**src/rtl/nmpm_pkg.sv**
```systemverilog
`timescale 1ns / 1ps
// Shared types and constants for the normalized multi-pattern matcher.
// Holds the UTF-8 lead-byte codes and the fixed pattern ROM; no dependencies.
package nmpm_pkg;

  localparam int PAT_COUNT   = 21;
  localparam int PAT_MAX_LEN = 21;
  localparam int PAT_LEN_W   = $clog2(PAT_MAX_LEN + 1);
  localparam int PAT_VEC_W   = PAT_MAX_LEN * 8;

  // UTF-8 lead byte classes: (byte & MASK) == CODE
  localparam logic [7:0] LEAD2_MASK = 8'hE0;
  localparam logic [7:0] LEAD2_CODE = 8'hC0;
  localparam logic [7:0] LEAD3_MASK = 8'hF0;
  localparam logic [7:0] LEAD3_CODE = 8'hE0;
  localparam logic [7:0] LEAD4_MASK = 8'hF8;
  localparam logic [7:0] LEAD4_CODE = 8'hF0;
  localparam logic [7:0] CASE_BIT   = 8'h20;

  typedef logic [PAT_VEC_W-1:0] pat_vec_t;

  // One byte moving along the window, with its occupancy bit.
  typedef struct packed {
    logic       vld;
    logic [7:0] data;
  } byte_link_t;

  // Pattern text, newest (last) character in bits [7:0]; bits above the
  // pattern length are zero.
  localparam pat_vec_t PAT_TEXT [PAT_COUNT] = '{
    pat_vec_t'(88'h736f7573746974726167_65),
    pat_vec_t'(64'h616d6172616f7267),
    pat_vec_t'(104'h6d696e6770616f63616e616461),
    pat_vec_t'(64'h6472616d61626179),
    pat_vec_t'(80'h6e6577617369616e7476),
    pat_vec_t'(72'h6d6b7663696e656d61),
    pat_vec_t'(72'h6b69737361736961_6e),
    pat_vec_t'(136'h7468616e6b73666f7277617463_68696e67),
    pat_vec_t'(152'h7468616e6b796f75666f7277617463_68696e67),
    pat_vec_t'(120'h706c65617365737562736372696265),
    pat_vec_t'(168'h737562736372696265746f7468656368616e6e656c),
    pat_vec_t'(104'h6c696b65746869737669646_56f),
    pat_vec_t'(72'he5ad97e5b995e794b1),
    pat_vec_t'(72'he5ad97e5b995e7bb84),
    pat_vec_t'(96'he5ad97e5b995e588b6e4bd9c),
    pat_vec_t'(72'he69cace5ad97e5b995),
    pat_vec_t'(96'he5ad97e5b995e68f90e4be9b),
    pat_vec_t'(96'he8b0a2e8b0a2e8a782e79c8b),
    pat_vec_t'(96'he8b0a2e8b0a2e694b6e79c8b),
    pat_vec_t'(72'he8afb7e8aea2e99885),
    pat_vec_t'(96'he782b9e8b59ee8aea2e99885)
  };

  localparam logic [PAT_LEN_W-1:0] PAT_LEN [PAT_COUNT] = '{
    PAT_LEN_W'(11), PAT_LEN_W'(8),  PAT_LEN_W'(13), PAT_LEN_W'(8),
    PAT_LEN_W'(10), PAT_LEN_W'(9),  PAT_LEN_W'(9),  PAT_LEN_W'(17),
    PAT_LEN_W'(19), PAT_LEN_W'(15), PAT_LEN_W'(21), PAT_LEN_W'(13),
    PAT_LEN_W'(9),  PAT_LEN_W'(9),  PAT_LEN_W'(12), PAT_LEN_W'(9),
    PAT_LEN_W'(12), PAT_LEN_W'(12), PAT_LEN_W'(12), PAT_LEN_W'(9),
    PAT_LEN_W'(12)
  };

endpackage

```
**src/rtl/nmpm_norm.sv**
```systemverilog
`timescale 1ns / 1ps
// Byte normalizer: keeps lower-cased ASCII alphanumerics and whole UTF-8
// sequences. Depends on nmpm_pkg.
module nmpm_norm (
  input  logic                   clk_i,
  input  logic                   rst_ni,
  input  logic                   acc_i,
  input  logic [7:0]             data_byte_i,
  input  logic                   has_byte_i,
  input  logic                   last_i,
  output nmpm_pkg::byte_link_t   push_o
);
  import nmpm_pkg::*;

  logic [1:0] copy_rem_q, copy_rem_d;
  byte_link_t push;

  always_comb begin
    push.vld   = 1'b0;
    push.data  = data_byte_i;
    copy_rem_d = copy_rem_q;
    if (acc_i && has_byte_i) begin
      if (copy_rem_q != 2'd0) begin
        push.vld   = 1'b1;
        copy_rem_d = copy_rem_q - 2'd1;
      end else if (!data_byte_i[7]) begin
        case (data_byte_i) inside
          [8'h30:8'h39], [8'h61:8'h7a]: push.vld = 1'b1;
          [8'h41:8'h5a]: begin
            push.vld  = 1'b1;
            push.data = data_byte_i | CASE_BIT;
          end
          default: push.vld = 1'b0;
        endcase
      end else begin
        push.vld = 1'b1;
        if ((data_byte_i & LEAD2_MASK) == LEAD2_CODE) begin
          copy_rem_d = 2'd1;
        end else if ((data_byte_i & LEAD3_MASK) == LEAD3_CODE) begin
          copy_rem_d = 2'd2;
        end else if ((data_byte_i & LEAD4_MASK) == LEAD4_CODE) begin
          copy_rem_d = 2'd3;
        end else begin
          copy_rem_d = 2'd0;
        end
      end
    end
    // drop any unfinished sequence at the end of the string
    if (acc_i && last_i) begin
      copy_rem_d = 2'd0;
    end
  end

  always_ff @(posedge clk_i or negedge rst_ni) begin
    if (!rst_ni) begin
      copy_rem_q <= 2'd0;
    end else begin
      copy_rem_q <= copy_rem_d;
    end
  end

  assign push_o = push;

endmodule

```
**src/rtl/nmpm_cell.sv**
```systemverilog
`timescale 1ns / 1ps
// One window cell: holds the byte of a fixed age; below age PAT_MAX_LEN it
// also compares it against the pattern ROM at that age. Depends on nmpm_pkg.
module nmpm_cell #(
  parameter int AGE = 0
) (
  input  logic                               clk_i,
  input  logic                               rst_ni,
  input  logic                               shift_i,
  input  logic                               clear_i,
  input  nmpm_pkg::byte_link_t               link_i,
  output nmpm_pkg::byte_link_t               link_o,
  output logic [nmpm_pkg::PAT_COUNT-1:0]     match_o
);
  import nmpm_pkg::*;

  byte_link_t slot_q, slot_d, shifted;

  assign shifted = shift_i ? link_i : slot_q;

  always_comb begin
    slot_d = shifted;
    if (clear_i) begin
      slot_d = '0;
    end
  end

  always_ff @(posedge clk_i or negedge rst_ni) begin
    if (!rst_ni) begin
      slot_q <= '0;
    end else begin
      slot_q <= slot_d;
    end
  end

  assign link_o = slot_q;

  // compare the byte as it stands after this cycle's shift
  if (AGE < PAT_MAX_LEN) begin : g_cmp
    always_comb begin
      for (int p = 0; p < PAT_COUNT; p++) begin
        if (AGE < int'(PAT_LEN[p])) begin
          match_o[p] = shifted.vld && (shifted.data == PAT_TEXT[p][8*AGE +: 8]);
        end else begin
          match_o[p] = 1'b1;
        end
      end
    end
  end else begin : g_no_cmp
    assign match_o = '1;
  end

endmodule

```
**src/rtl/normalized_multi_pattern_match.sv**
```systemverilog
`timescale 1ns / 1ps
// Normalized multi-pattern matcher, top level. Instantiates nmpm_norm and a
// chain of nmpm_cell; depends on nmpm_pkg.
//
// Takes a UTF-8 string one request per cycle, with no bubbles while stall is
// low: each accepted byte is normalized (ASCII letters lower-cased, ASCII
// digits kept, other ASCII dropped, multi-byte sequences copied whole) and
// shifted into a row of WINDOW_BYTES cells in the same cycle. Every cell of age
// below PAT_MAX_LEN compares its byte against the fixed subtitle-credit pattern
// ROM, and the AND of the cells' compares per pattern sets a sticky found flag.
// A request with last set returns one result, is_boilerplate, through the
// output buffer, and clears the cells, the found flag and the normalizer state
// so the next string may follow. A request with has_byte low carries no byte;
// with last also set it reports the flag (an empty string gives 0). Throughput
// is one request per cycle while stall is low, set by the shift and compare
// across the cell row. Results sit in a two-entry output buffer, and stall is
// raised only while both entries are held.
module normalized_multi_pattern_match #(
  parameter int WINDOW_BYTES = 32
) (
  input  logic       clk_i,
  input  logic       rst_ni,
  input  logic       in_valid_i,
  output logic       in_stall_o,
  input  logic [7:0] data_byte_i,
  input  logic       has_byte_i,
  input  logic       last_i,
  output logic       out_valid_o,
  input  logic       out_stall_i,
  output logic       is_boilerplate_o
);
  import nmpm_pkg::*;

  logic                 in_acc;
  logic                 str_end;
  byte_link_t           push;
  byte_link_t           links [WINDOW_BYTES];
  logic [PAT_COUNT-1:0] cell_match [WINDOW_BYTES];
  logic [PAT_COUNT-1:0] pat_hit;
  logic                 hit;
  logic                 found_q, found_d, found_now;

  logic out_vld_q, out_val_q;
  logic skid_vld_q, skid_val_q;
  logic out_pop;

  // Accept whenever the output buffer has room.
  assign in_acc  = in_valid_i && !in_stall_o;
  assign str_end = in_acc && last_i;

  nmpm_norm u_norm (
    .clk_i       (clk_i),
    .rst_ni      (rst_ni),
    .acc_i       (in_acc),
    .data_byte_i (data_byte_i),
    .has_byte_i  (has_byte_i),
    .last_i      (last_i),
    .push_o      (push)
  );

  // Cell 0 holds the newest byte; each cell hands its byte to the next.
  assign links[0] = push;

  for (genvar k = 0; k < WINDOW_BYTES; k++) begin : g_cell
    if (k < WINDOW_BYTES - 1) begin : g_mid
      nmpm_cell #(.AGE(k)) u_cell (
        .clk_i   (clk_i),
        .rst_ni  (rst_ni),
        .shift_i (push.vld),
        .clear_i (str_end),
        .link_i  (links[k]),
        .link_o  (links[k+1]),
        .match_o (cell_match[k])
      );
    end else begin : g_tail
      nmpm_cell #(.AGE(k)) u_cell (
        .clk_i   (clk_i),
        .rst_ni  (rst_ni),
        .shift_i (push.vld),
        .clear_i (str_end),
        .link_i  (links[k]),
        .link_o  (),
        .match_o (cell_match[k])
      );
    end
  end

  // A pattern hits when every cell of its length agrees.
  always_comb begin
    pat_hit = '1;
    for (int k = 0; k < WINDOW_BYTES; k++) begin
      pat_hit = pat_hit & cell_match[k];
    end
  end

  assign hit       = push.vld && (|pat_hit);
  assign found_now = found_q || hit;

  always_comb begin
    found_d = found_now;
    if (str_end) begin
      found_d = 1'b0;
    end
  end

  always_ff @(posedge clk_i or negedge rst_ni) begin
    if (!rst_ni) begin
      found_q <= 1'b0;
    end else begin
      found_q <= found_d;
    end
  end

  // Two-entry output buffer: head register plus skid entry.
  assign out_pop = out_vld_q && !out_stall_i;

  always_ff @(posedge clk_i or negedge rst_ni) begin
    if (!rst_ni) begin
      out_vld_q  <= 1'b0;
      skid_vld_q <= 1'b0;
    end else begin
      if (!out_vld_q || out_pop) begin
        if (skid_vld_q) begin
          out_vld_q  <= 1'b1;
          skid_vld_q <= str_end;
        end else begin
          out_vld_q  <= str_end;
        end
      end else if (str_end) begin
        skid_vld_q <= 1'b1;
      end
    end
  end

  always_ff @(posedge clk_i) begin
    if (!out_vld_q || out_pop) begin
      if (skid_vld_q) begin
        out_val_q  <= skid_val_q;
        skid_val_q <= found_now;
      end else begin
        out_val_q  <= found_now;
      end
    end else if (str_end) begin
      skid_val_q <= found_now;
    end
  end

  assign in_stall_o       = skid_vld_q;
  assign out_valid_o      = out_vld_q;
  assign is_boilerplate_o = out_val_q;

`ifndef SYNTHESIS
  // The skid entry is only ever filled behind a held head.
  a_skid_behind_head : assert property (@(posedge clk_i) disable iff (!rst_ni)
    skid_vld_q |-> out_vld_q)
    else $error("skid entry valid while head empty");

  // End of string clears the flag.
  a_flag_cleared : assert property (@(posedge clk_i) disable iff (!rst_ni)
    str_end |=> !found_q)
    else $error("found flag survived end of string");

  // The flag is sticky within a string.
  a_flag_sticky : assert property (@(posedge clk_i) disable iff (!rst_ni)
    (found_q && !str_end) |=> found_q)
    else $error("found flag dropped mid-string");

  // A result enters the buffer exactly when a string ends.
  a_result_on_end : assert property (@(posedge clk_i) disable iff (!rst_ni)
    (str_end && !out_vld_q) |=> (out_vld_q && (out_val_q == $past(found_now))))
    else $error("result not registered at end of string");
`endif

endmodule

```
**config.mk**
```make
export PLATFORM = sky130hd
export DESIGN_NAME = normalized_multi_pattern_match
export DESIGN_NICKNAME = d
export VERILOG_FILES = /design/src/rtl/nmpm_pkg.sv /design/src/rtl/nmpm_norm.sv /design/src/rtl/nmpm_cell.sv /design/src/rtl/normalized_multi_pattern_match.sv
export SDC_FILE = /design/constraint.sdc
export NUM_CORES = 1
export LEC_CHECK = 0
export BUFFER_PORTS_ARGS = -buffer_cell sky130_fd_sc_hd__buf_4
export CAP_MARGIN = 10
export CORE_MARGIN = 1
export CORE_UTILIZATION = 45
export CTS_BUF_LIST = sky130_fd_sc_hd__clkbuf_2
export DETAILED_ROUTE_END_ITERATION = 8
export MAX_ROUTING_LAYER = met4
export SLEW_MARGIN = 40
export SYNTH_ARGS = -nofsm -noshare
export SYNTH_HDL_FRONTEND = slang
export SYNTH_SLANG_ARGS = --single-unit
```
**constraint.sdc**
```tcl
create_clock -name clk_i -period 4 [get_ports clk_i]
set_clock_uncertainty 0.05 [all_clocks]
set_input_delay 0.8 -clock clk_i [delete_from_list [all_inputs] [get_ports clk_i]]
set_output_delay 0.8 -clock clk_i [all_outputs]
set_load 0.02 [all_outputs]
```
# Word-level counts from Yosys, hierarchy flattened
# Cells that the tools add are included.
# classes
n_bitwise,20
mux,67
eq_ne,173
n_addsub,1
order_cmp,6
n_reduce_logical,190
# ops
cell,count
$eq A8 B7 Y1 const B,111
$eq A8 B8 Y1 const B,58
$and A21 B21 Y21,20
$mux W9,43
$logic_and A1 B1 Y1,177
$reduce_or A21 Y1,1
$ge A8 B7 Y1 const B,2
$le A8 B7 Y1 const B,2
$mux W8,2
$mux W2,7
$mux W1,13
$mux W6,2
$ge A8 B6 Y1 const B,1
$le A8 B6 Y1 const B,1
$reduce_bool A2 Y1,3
$eq A5 B5 Y1 const B,1
$eq A4 B4 Y1 const B,1
$reduce_and A2 Y1,2
$eq A3 B3 Y1 const B,1
$logic_not A1 Y1,3
$reduce_bool A3 Y1,1
$logic_or A1 B1 Y1,2
$ne A2 B2 Y1 const B,1
$reduce_or A2 Y1,1
$sub A2 B1 Y2 const B,1
# totals
output_inout_bits,3
input_bits,14
reg_bits,196
elab_cells,505

# Longest topological paths before layout
# Gate-level depths: netlist of the first run.
# logic_depth
depth_word,35
mapped_depth,13
mapped_depth_nobuf,9

# Hierarchy
# From an unflattened synthesis of the first run, not the netlist that was laid out.
# hier_totals
cells_unflattened,2481
hier_area_um2,23045.9
# by_module_without_submodules
module,seq_area_each_um2,instances,area_per_inst_um2,cells_each
nmpm_cell (g_cell[21].g_mid.u_cell ...),225.2,11,525.5,51
normalized_multi_pattern_match,135.1,1,1661.6,259
nmpm_cell (g_cell[19].g_mid.u_cell ...),225.2,2,584.3,60
nmpm_cell (g_cell[6].g_mid.u_cell),225.2,1,862.1,95
nmpm_cell (g_cell[0].g_mid.u_cell),225.2,1,855.8,91
nmpm_cell (g_cell[7].g_mid.u_cell),225.2,1,852.1,91
nmpm_cell (g_cell[4].g_mid.u_cell),225.2,1,828.3,95
nmpm_cell (g_cell[8].g_mid.u_cell),225.2,1,824.5,88
nmpm_cell (g_cell[2].g_mid.u_cell),225.2,1,820.8,84
nmpm_cell (g_cell[10].g_mid.u_cell),225.2,1,809.5,87
nmpm_cell (g_cell[1].g_mid.u_cell),225.2,1,792.0,89
nmpm_cell (g_cell[5].g_mid.u_cell),225.2,1,777.0,82
nmpm_cell (g_cell[3].g_mid.u_cell),225.2,1,774.5,88
nmpm_cell (g_cell[9].g_mid.u_cell),225.2,1,755.7,82
9 more rows,--,--,--,--

# Worst setup path before layout of the first run
# No wires, ideal clock.
# synth_timing
kind,input -> register
from,in data_byte_i[1]
to,reg out_val_q (netlist: is_boilerplate_o) (data pin)
arrival_time_ns,3.081
required_time_ns,3.677
setup_slack_ns,0.596
setup_ns,0.273
n_path_buf,2
stages,11
path_cell_list,buf_2 -> or4_4 -> o221ai_4 -> a21oi_2 -> buf_6 -> mux2_4 -> a21boi_1 -> a32oi_1 -> o2111ai_1 -> o31ai_2 -> o211ai_1
# synth_between
elab_chain_cells,34
elab_cells_between_ends,402
classes_between,order compare (6); eq/ne (169); mux (31); bitwise (20); reduce/logical (176)
# synth_lines
item,line,source
start: declaration,normalized_multi_pattern_match.sv:25,"input logic [7:0] data_byte_i,"
$ge A8 B7 Y1 (no source line) (tied with other cells),--,
$logic_and A1 B1 Y1 (no source line),--,
$reduce_or A2 Y1 (tied with other cells),nmpm_norm.sv:27,case (data_byte_i) inside
$mux W6 / $mux W1 (equally long branches),nmpm_norm.sv:27,
$mux W8 / $mux W1 (equally long branches),nmpm_norm.sv:26,end else if (!data_byte_i[7]) begin
$mux W8 / $mux W1 (equally long branches),nmpm_norm.sv:23,if (copy_rem_q != 2'd0) begin
$mux W9 (*),nmpm_norm.sv:22,if (acc_i && has_byte_i) begin
$mux W9,nmpm_cell.sv:19,assign shifted = shift_i ? link_i : slot_q;
$eq A8 B7 Y1 / $eq A8 B8 Y1 (equally long branches),nmpm_cell.sv:43,match_o[p] = shifted.vld && (shifted.data == PAT_TEXT[p][8*AGE +: 8]);
$logic_and A1 B1 Y1,nmpm_cell.sv:43,
$and A21 B21 Y21 (20 in series),normalized_multi_pattern_match.sv:92,pat_hit = pat_hit & cell_match[k];
$reduce_or A21 Y1,normalized_multi_pattern_match.sv:96,assign hit = push.vld && (|pat_hit);
$logic_and A1 B1 Y1 (*),normalized_multi_pattern_match.sv:96,
$logic_or A1 B1 Y1 (*),normalized_multi_pattern_match.sv:97,assign found_now = found_q || hit;
$mux W1 (*),normalized_multi_pattern_match.sv:137,if (skid_vld_q) begin
end signal: assignment,normalized_multi_pattern_match.sv:138,out_val_q <= skid_val_q;
end signal: assignment,normalized_multi_pattern_match.sv:141,out_val_q <= found_now;
end: declaration,normalized_multi_pattern_match.sv:43,"logic out_vld_q, out_val_q;"
# Mark *: on every way between the ends. The rest lies on a longest branch, timed or not.
# A chain may end at the register's enable or synchronous reset.

# Worst setup path in the final report of the first run
# layout_timing
from,reg g_cell[2].g_mid.u_cell.slot_q (netlist bit g_cell[2].g_mid.u_cell.link_o[2])
to,reg out_val_q (netlist: is_boilerplate_o) (data pin)
# layout_between
elab_chain_cells,26
elab_cells_between_ends,71
classes_between,eq/ne (23); mux (3); bitwise (19); reduce/logical (26)
# layout_lines
item,line,source
start: declaration,nmpm_cell.sv:17,"byte_link_t slot_q, slot_d, shifted;"
start signal: assignment,nmpm_cell.sv:32,slot_q <= slot_d;
$mux W9,nmpm_cell.sv:19,
$eq A8 B7 Y1 / $eq A8 B8 Y1 (equally long branches),nmpm_cell.sv:43,
$logic_and A1 B1 Y1,nmpm_cell.sv:43,
$and A21 B21 Y21,normalized_multi_pattern_match.sv:92,
$and A21 B21 Y21 (*) (18 in series),normalized_multi_pattern_match.sv:92,
$reduce_or A21 Y1 (*),normalized_multi_pattern_match.sv:96,
$logic_and A1 B1 Y1 (*),normalized_multi_pattern_match.sv:96,
$logic_or A1 B1 Y1 (*),normalized_multi_pattern_match.sv:97,
$mux W1 (*),normalized_multi_pattern_match.sv:137,
# Marked as above.

==> impl_metrics.py, run 1 <==
metrics = {
    "run_status": {
        "outcome": "complete, no violations",
    },
    "timing": {
        "setup-tns-final_ns": 0,
        "slew_headroom_pct": 37.5,
        "final-setup-viol-count": 0,
        "tightestPinTransition_ns": 0.925,
        "max_freq_mhz": 262,
        "period_share_pct": 95.4,
        "maxSlewViolCount": 0,
        "hold_viol_final": 0,
        "min_period_ns": 3.82,
        "rsz0062_at_grt": "no",
    },
    "routing": {
        "vias": 15000,
        "via_per_inst": 7.10,
        "avgRoutedWirePerCell_um": 33.1,
        "initialDrtViolationCount": 2262,
        "drc_errors": 0,
        "ant_nets": 0,
        "routed_wl_um": 70200,
        "drt-pass1-iter-count": 7,
    },
    "clock_tree": {
        "ctsResizeCount": 0,
        "cts_tree": "built",
        "clk_transition_reported_paths_ns": 0.32,
        "clk_latency_ns": 0.94,
        "cts_max_level": 4,
        "cts-buffers-inserted": 17,
        "root_buffer": "clkbuf_2",
        "clock-sinks": 196,
        "ctsLongestPathBuffers": 2,
    },
    "logic_synthesis": {
        "async_flop_share_pct": 99.0,
        "ys_ff_latch": 196,
        "syn-cell-area_sq_um": 12900,
        "synthesis.nets": 1686,
        "synth_edf_count": 2,
        "yosysUniqueCellTypes": 76,
        "syn_area_per_cell_sq_um": 7.69,
        "synth_ff_type": "dfrtp_1",
        "netlist_instances": 1672,
        "ys_warn_count": 0,
        "synth.yosys.seq_area_share_pct": 38.2,
    },
    "floorplan": {
        "io_pins": 17,
        "placeableCoreArea_sq_um": 27900,
        "rows": 61,
        "die_area_sq_um": 29300,
        "die_h_um": 171,
        "initial_core_util_pct": 46.1,
        "fp.dieW_um": 171,
    },
    "grt": {
        "antenna_found_initial": 6,
        "grt_overflow_total": 0,
        "grt_max_degree": 118,
        "first_global_vias": 13800,
        "grt_first_pass_wirelength_um": 98900,
        "gr-usage-all-layers_pct": 50.0,
    },
    "finish": {
        "drive_above_1_share_pct": 12.4,
        "num-nets-final": 1738,
        "area_growth_pct": 11.4,
        "num-fill-cells": 2644,
    },
    "critical_path": {
        "crit_slowest_cell": "nor4bb_1",
        "startpoint": "g_cell[2].g_mid.u_cell.link_o[2]",
        "reg2reg_depth": 8,
        "critPathMaxStageDelay_ns": 0.74,
        "setup.worst_path.end_class": "register",
        "path_class": "reg2reg",
        "arrival_ns": 4.58,
        "crit_end": "is_boilerplate_o",
        "critPathLaunchType": "register",
        "regToRegEndpoint": "is_boilerplate_o",
        "worstPathMaxFanout": 7,
        "crit_chain": "nor4bb_1 -> nand4_1 -> nand4b_1 -> nor4b_1 -> a22oi_1 -> o311ai_1 -> o31ai_2 -> o211ai_1",
        "crit_required_ns": 4.76,
        "rr_startpoint": "g_cell[2].g_mid.u_cell.link_o[2]",
        "r2r_slack_ns": 0.18,
    },
    "worst_hold_path": {
        "holdCritPathClass": "in2reg",
    },
    "power_and_ir_drop": {
        "p_per_area_nw_per_um2": 248,
        "static-leakage-power_nw": 5.25,
        "totalPowerFinal_mw": 3.55,
        "ir_drop_v": 0.000434,
    },
    "run": {
        "maxCapViolations": 0,
    },
    "placed_design": {
        "gp_congestion": 1.17,
        "port_buffers": 16,
        "hpwlAfterDp_um": 54500,
    },
}
[power breakdown]
group	switching, mW	total [mW]	internal [mW]
clock network	0.797	1.05	0.257
registers	0.0545	2.07	2.02
logic	0.318	0.422	0.105
total	1.17	3.55	2.38
[sequential cells by signal, summed over array words and instances (netlist names)]
register / cells
g_cell.g_mid.u_cell.link_o: 189
u_norm.copy_rem_q: 2
found_q: 1
in_stall_o: 1
is_boilerplate_o: 1
out_valid_o: 1
skid_val_q: 1
[synthesized netlist by cell type (6+ instances only)]
cell type | instances | area share [%]
nor4bb_1 | 32 | 2.5
nand4_1 | 87 | 4.2
nor2b_1 | 59 | 2.9
or3_1 | 9 | 0.44
nor4b_1 | 19 | 1.3
or4_1 | 10 | 0.58
nand3b_1 | 15 | 0.88
nand4b_1 | 22 | 1.5
buf_2 | 30 | 1.2
nor3b_1 | 6 | 0.35
nor2_1 | 54 | 1.6
nand2_1 | 460 | 13
and4_1 | 7 | 0.48
clkbuf_1 | 89 | 2.6
dfrtp_1 | 194 | 38
a21oi_1 | 195 | 7.6
and4b_1 | 18 | 1.4
nand3_1 | 84 | 3.3
nand2b_1 | 16 | 0.78
nor4_1 | 61 | 3.0
and3b_1 | 16 | 1.1
and3_1 | 14 | 0.68
nor3_1 | 41 | 1.6
inv_1 | 10 | 0.29
and2_1 | 16 | 0.78
[area by class of cell]
| type | count | area [sq um] | area share, % |
|---|---|---|---|
| multi-input cells | 1341 | 7400 | 51.7 |
| flip-flops and latches | 196 | 4910 | 34.3 |
| repair buffers | 158 | 1250 | 8.73 |
| well taps | 378 | 473 | 3.30 |
| clock inverters | 12 | 143 | 0.996 |
| clock buffers | 19 | 95.1 | 0.664 |
| inverters | 10 | 37.5 | 0.262 |
| diodes | 5 | 12.5 | 0.0873 |
[critical path: cells and delay by family, from the launching register on]
kind            cells  cell delay (ns)
simple gates        4             2.13
flops               1             0.61
compound gates      4             0.93
[routing by layer]
layer / routed length, um / track usage, %
met1: 26700 / 61.7
met2: 29400 / 71.0
met3: 7720 / 12.1
met4: 6330 / 36.3
met5: 0 / -
[cell families (layout without fill, tap and decap cells)]
kind of cell,after synthesis,after routing,share of synthesized area (%)
buffers and inverters,135,199,4.46
multiplexers,8,8,0.700
AND/OR/NAND/NOR,1073,1073,44.7
flip-flops,196,196,38.2
other,0,5,0
AO/OA/AOI/OAI,260,260,11.9
[stage by stage]
stage	util [%]	std cells	setup WS [ns]	hold WS [ns]	area [sq um]
finish	51.3	2119	0.184	0.0662	14300
global route	51.3	2119	0.182	0.0341	14300
CTS	51.2	2114	0.315	0.0347	14300
detailed placement	50.3	2081	0.215	0.463	14100
global placement	50.3	2081	0.262	0.456	14000
floorplan	-	1672	0.596	0.442	12900
[worst min path at each step]
stage,from,to,slack (ns),cells after the start
3_5_place_dp,found_q,found_q,0.46,2
3_3_place_gp,g_cell[20].g_mid.u_cell.link_o[2],g_cell[20].g_mid.u_cell.link_o[2],0.46,2
2_1_floorplan,found_q,found_q,0.44,2
4_1_cts,data_byte_i[7],g_cell[0].g_mid.u_cell.link_o[7],0.03,3
6_report,data_byte_i[0],g_cell[0].g_mid.u_cell.link_o[0],0.07,3
5_1_grt,data_byte_i[7],g_cell[0].g_mid.u_cell.link_o[7],0.03,3
[placed cells by master, fill, tap and decap left out, types with 4 or more instances in the layout]
cell,Yosys,final
nand2_1,460,460
a21oi_1,195,195
dfrtp_1,194,194
buf_4,0,150
nand4_1,87,87
nand3_1,84,84
nor4_1,61,61
nor2b_1,59,59
nor2_1,54,54
nor3_1,41,40
nor4bb_1,32,32
nand4b_1,22,22
nor4b_1,19,19
clkbuf_2,0,19
and4b_1,18,18
and3b_1,16,16
nand2b_1,16,16
nand3b_1,15,15
and2_1,16,15
and3_1,14,14
inv_1,10,10
or4_1,10,10
or3_1,9,9
and4_1,7,7
nor3b_1,6,6
diode_2,0,5
and4bb_2,4,4
a211oi_1,4,4
or2_2,4,4
mux2_2,4,4
o31ai_1,4,4
o32ai_1,4,4
a31oi_1,4,4
or4bb_1,4,4
o21ai_0,4,4
buf_12,0,4
[repair_timing]
action / 4_1_cts / 5_1_grt
hold endpoints to repair: 80 / 0
setup buffers: 0 / 0
hold buffers: 2 / 0
(Power assumes the default switching activity.)
==> inputs of run 2 (changes only) <==
Settings changed: MAX_ROUTING_LAYER met4 to default.
==> impl_metrics.py, run 2 (synthesis gave the netlist of run 1 again) <==
metrics = {
    "power_and_ir_drop": {
        "static-leakage-power_nw": 5.15,
        "swShare_pct": 32.0,
        "p_per_area_nw_per_um2": 246,
        "pwr-share-seq_pct": 59.6,
        "pwr-share-comb_pct": 11.5,
        "intPower_mw": 2.37,
        "ir_drop_v": 0.000263,
        "p_clk_share_pct": 28.9,
        "p_sw_mw": 1.12,
    },
    "floorplan": {
        "placeableCoreArea_sq_um": 27900,
        "io_pins": 17,
        "initial_core_util_pct": 46.1,
        "die_area_sq_um": 29300,
        "fp.dieW_um": 171,
        "rows": 61,
        "die_h_um": 171,
    },
    "timing": {
        "setup-tns-final_ns": 0,
        "period_share_pct": 92.7,
        "hold_viol_final": 0,
        "hold_slack_ns": 0.0972,
        "slew_headroom_pct": 40.7,
        "tightestPinTransition_ns": 0.878,
        "maxSlewViolCount": 0,
        "max_freq_mhz": 270,
        "final-setup-viol-count": 0,
        "min_period_ns": 3.71,
        "rsz0062_at_grt": "no",
    },
    "run_status": {
        "outcome": "complete, no violations",
    },
    "grt": {
        "grt_first_pass_wirelength_um": 94000,
        "first_global_vias": 13500,
        "antenna_found_initial": 3,
        "grt_max_degree": 125,
        "gr-usage-all-layers_pct": 45.4,
        "grt_overflow_total": 0,
    },
    "routing": {
        "vias": 14300,
        "avgRoutedWirePerCell_um": 31.1,
        "drc_errors": 0,
        "via_per_inst": 6.82,
        "ant_nets": 0,
        "drt-pass1-iter-count": 6,
        "routed_wl_um": 65100,
        "initialDrtViolationCount": 2205,
    },
    "clock_tree": {
        "cts_tree": "built",
        "clk_transition_reported_paths_ns": 0.28,
        "cts_setup_buffers": 0,
        "cts-buffers-inserted": 17,
        "cts_max_level": 4,
        "clock-sinks": 196,
        "clk_latency_ns": 0.93,
        "ctsResizeCount": 0,
        "ctsLongestPathBuffers": 2,
        "root_buffer": "clkbuf_2",
    },
    "critical_path": {
        "crit_slowest_cell": "nor4b_1",
        "crit_chain": "nor4b_1 -> nand2_1 -> or4b_2 -> nor4_1 -> buf_4 -> a32oi_1 -> or2_2 -> o2111ai_1 -> o31ai_2 -> o211ai_1",
        "worstPathBufferInverterCount": 1,
        "cp_top_family": "simple AND/OR/NAND/NOR gates",
        "critPathLaunchType": "register",
        "setup.worst_path.end_class": "register",
        "worstPathMaxFanout": 4,
        "crit_required_ns": 4.71,
        "arrival_ns": 4.41,
        "path_class": "reg2reg",
        "critPathMaxStageDelay_ns": 0.76,
    },
    "placed_design": {
        "port_buffers": 16,
        "hpwlAfterDp_um": 50700,
        "gp_congestion": 1.16,
    },
    "finish": {
        "num-fill-cells": 2799,
        "layout_common_cells": "nand2_1, a21oi_1, dfrtp_1, buf_4, nand4_1",
        "layout_commonest_cell": "nand2_1",
        "ff_latch_area_sq_um": 4910,
        "area_growth_pct": 10.5,
        "largest_reg_flops": 189,
        "multi_input_area_sq_um": 7420,
        "drive_above_1_share_pct": 11.6,
        "num-nets-final": 1718,
    },
    "run": {
        "maxCapViolations": 0,
    },
    "worst_hold_path": {
        "holdCritPathClass": "in2reg",
    },
}
## run 2: cell count changes in the layout (fill, tap and decap cells not counted), sizes merged
cell / delta
buf: -19
clkbuf: -1
clkinv: -2
clkinvlp: +1
diode: -2
inv: +1
## run 2: path summary, 6_finish.rpt
path	to	slack, ns	cells after the start	from
max	is_boilerplate_o	0.29	10	g_cell[3].g_mid.u_cell.link_o[2]
min	g_cell[0].g_mid.u_cell.link_o[7]	0.1	3	data_byte_i[7]
max reg2reg	is_boilerplate_o	0.29	10	g_cell[3].g_mid.u_cell.link_o[2]
min reg2reg	g_cell[18].g_mid.u_cell.link_o[8]	0.45	2	g_cell[17].g_mid.u_cell.link_o[8]
max in group asynchronous	g_cell[16].g_mid.u_cell.link_o[1]	2.66	4	rst_ni
min in group asynchronous	g_cell[4].g_mid.u_cell.link_o[5]	0.24	2	rst_ni
## run 2: what timing repair did
item,in CTS,in global routing
setup endpoints to repair,0,0
endpoints found under the hold margin,93,0
hold buffers,2,0
## run 2: power by group through the flow
stage / Sequential (mW) / Combinational, mW / Clock [mW]
finish: 2.08 / 0.402 / 1.01
global route: 2.08 / 0.426 / 1.10
CTS: 2.08 / 0.388 / 1.04
detailed placement: 2.11 / 0.386 / 0
global placement: 2.11 / 0.379 / 0
floorplan: 2.07 / 0.210 / 0
## run 2: layout make-up
class	count	share of cell area, %
sequential	196	34.6
inverter	10	0.264
tap	378	3.33
clock inverter	12	0.977
timing repair buffer	138	7.92
clock buffer	19	0.669
multi-input combinational	1341	52.2
antenna	3	0.0528
## run 2: routing by layer
layer	vias up	global-route usage (%)	routed length (um)
met5	-	0	12
met1	6976	61.2	26300
met2	977	64.0	27000
met3	244	12.7	7350
li1	6113	-	-
met4	2	27.9	4440
## run 2: worst min-delay path, cell delays in order
cell     delay, ns
buf_4         0.14
nand2_1       0.06
a21oi_1       0.05
## run 2: metrics by stage
| stage | worst slack, ns | cell area [sq um] | power (mW) | cells | util (%) |
|---|---|---|---|---|---|
| 6_report | 0.292 | 14200 | 3.49 | 2097 | 50.9 |
| 5_1_grt | 0.255 | 14200 | 3.61 | 2096 | 50.9 |
| 4_1_cts | 0.364 | 14200 | 3.50 | 2093 | 50.7 |
| 3_5_place_dp | 0.203 | 13900 | 2.49 | 2060 | 49.8 |
| 3_3_place_gp | 0.291 | 13900 | 2.49 | 2060 | 49.7 |
| 2_1_floorplan | 0.596 | 12900 | 2.28 | 1672 | - |
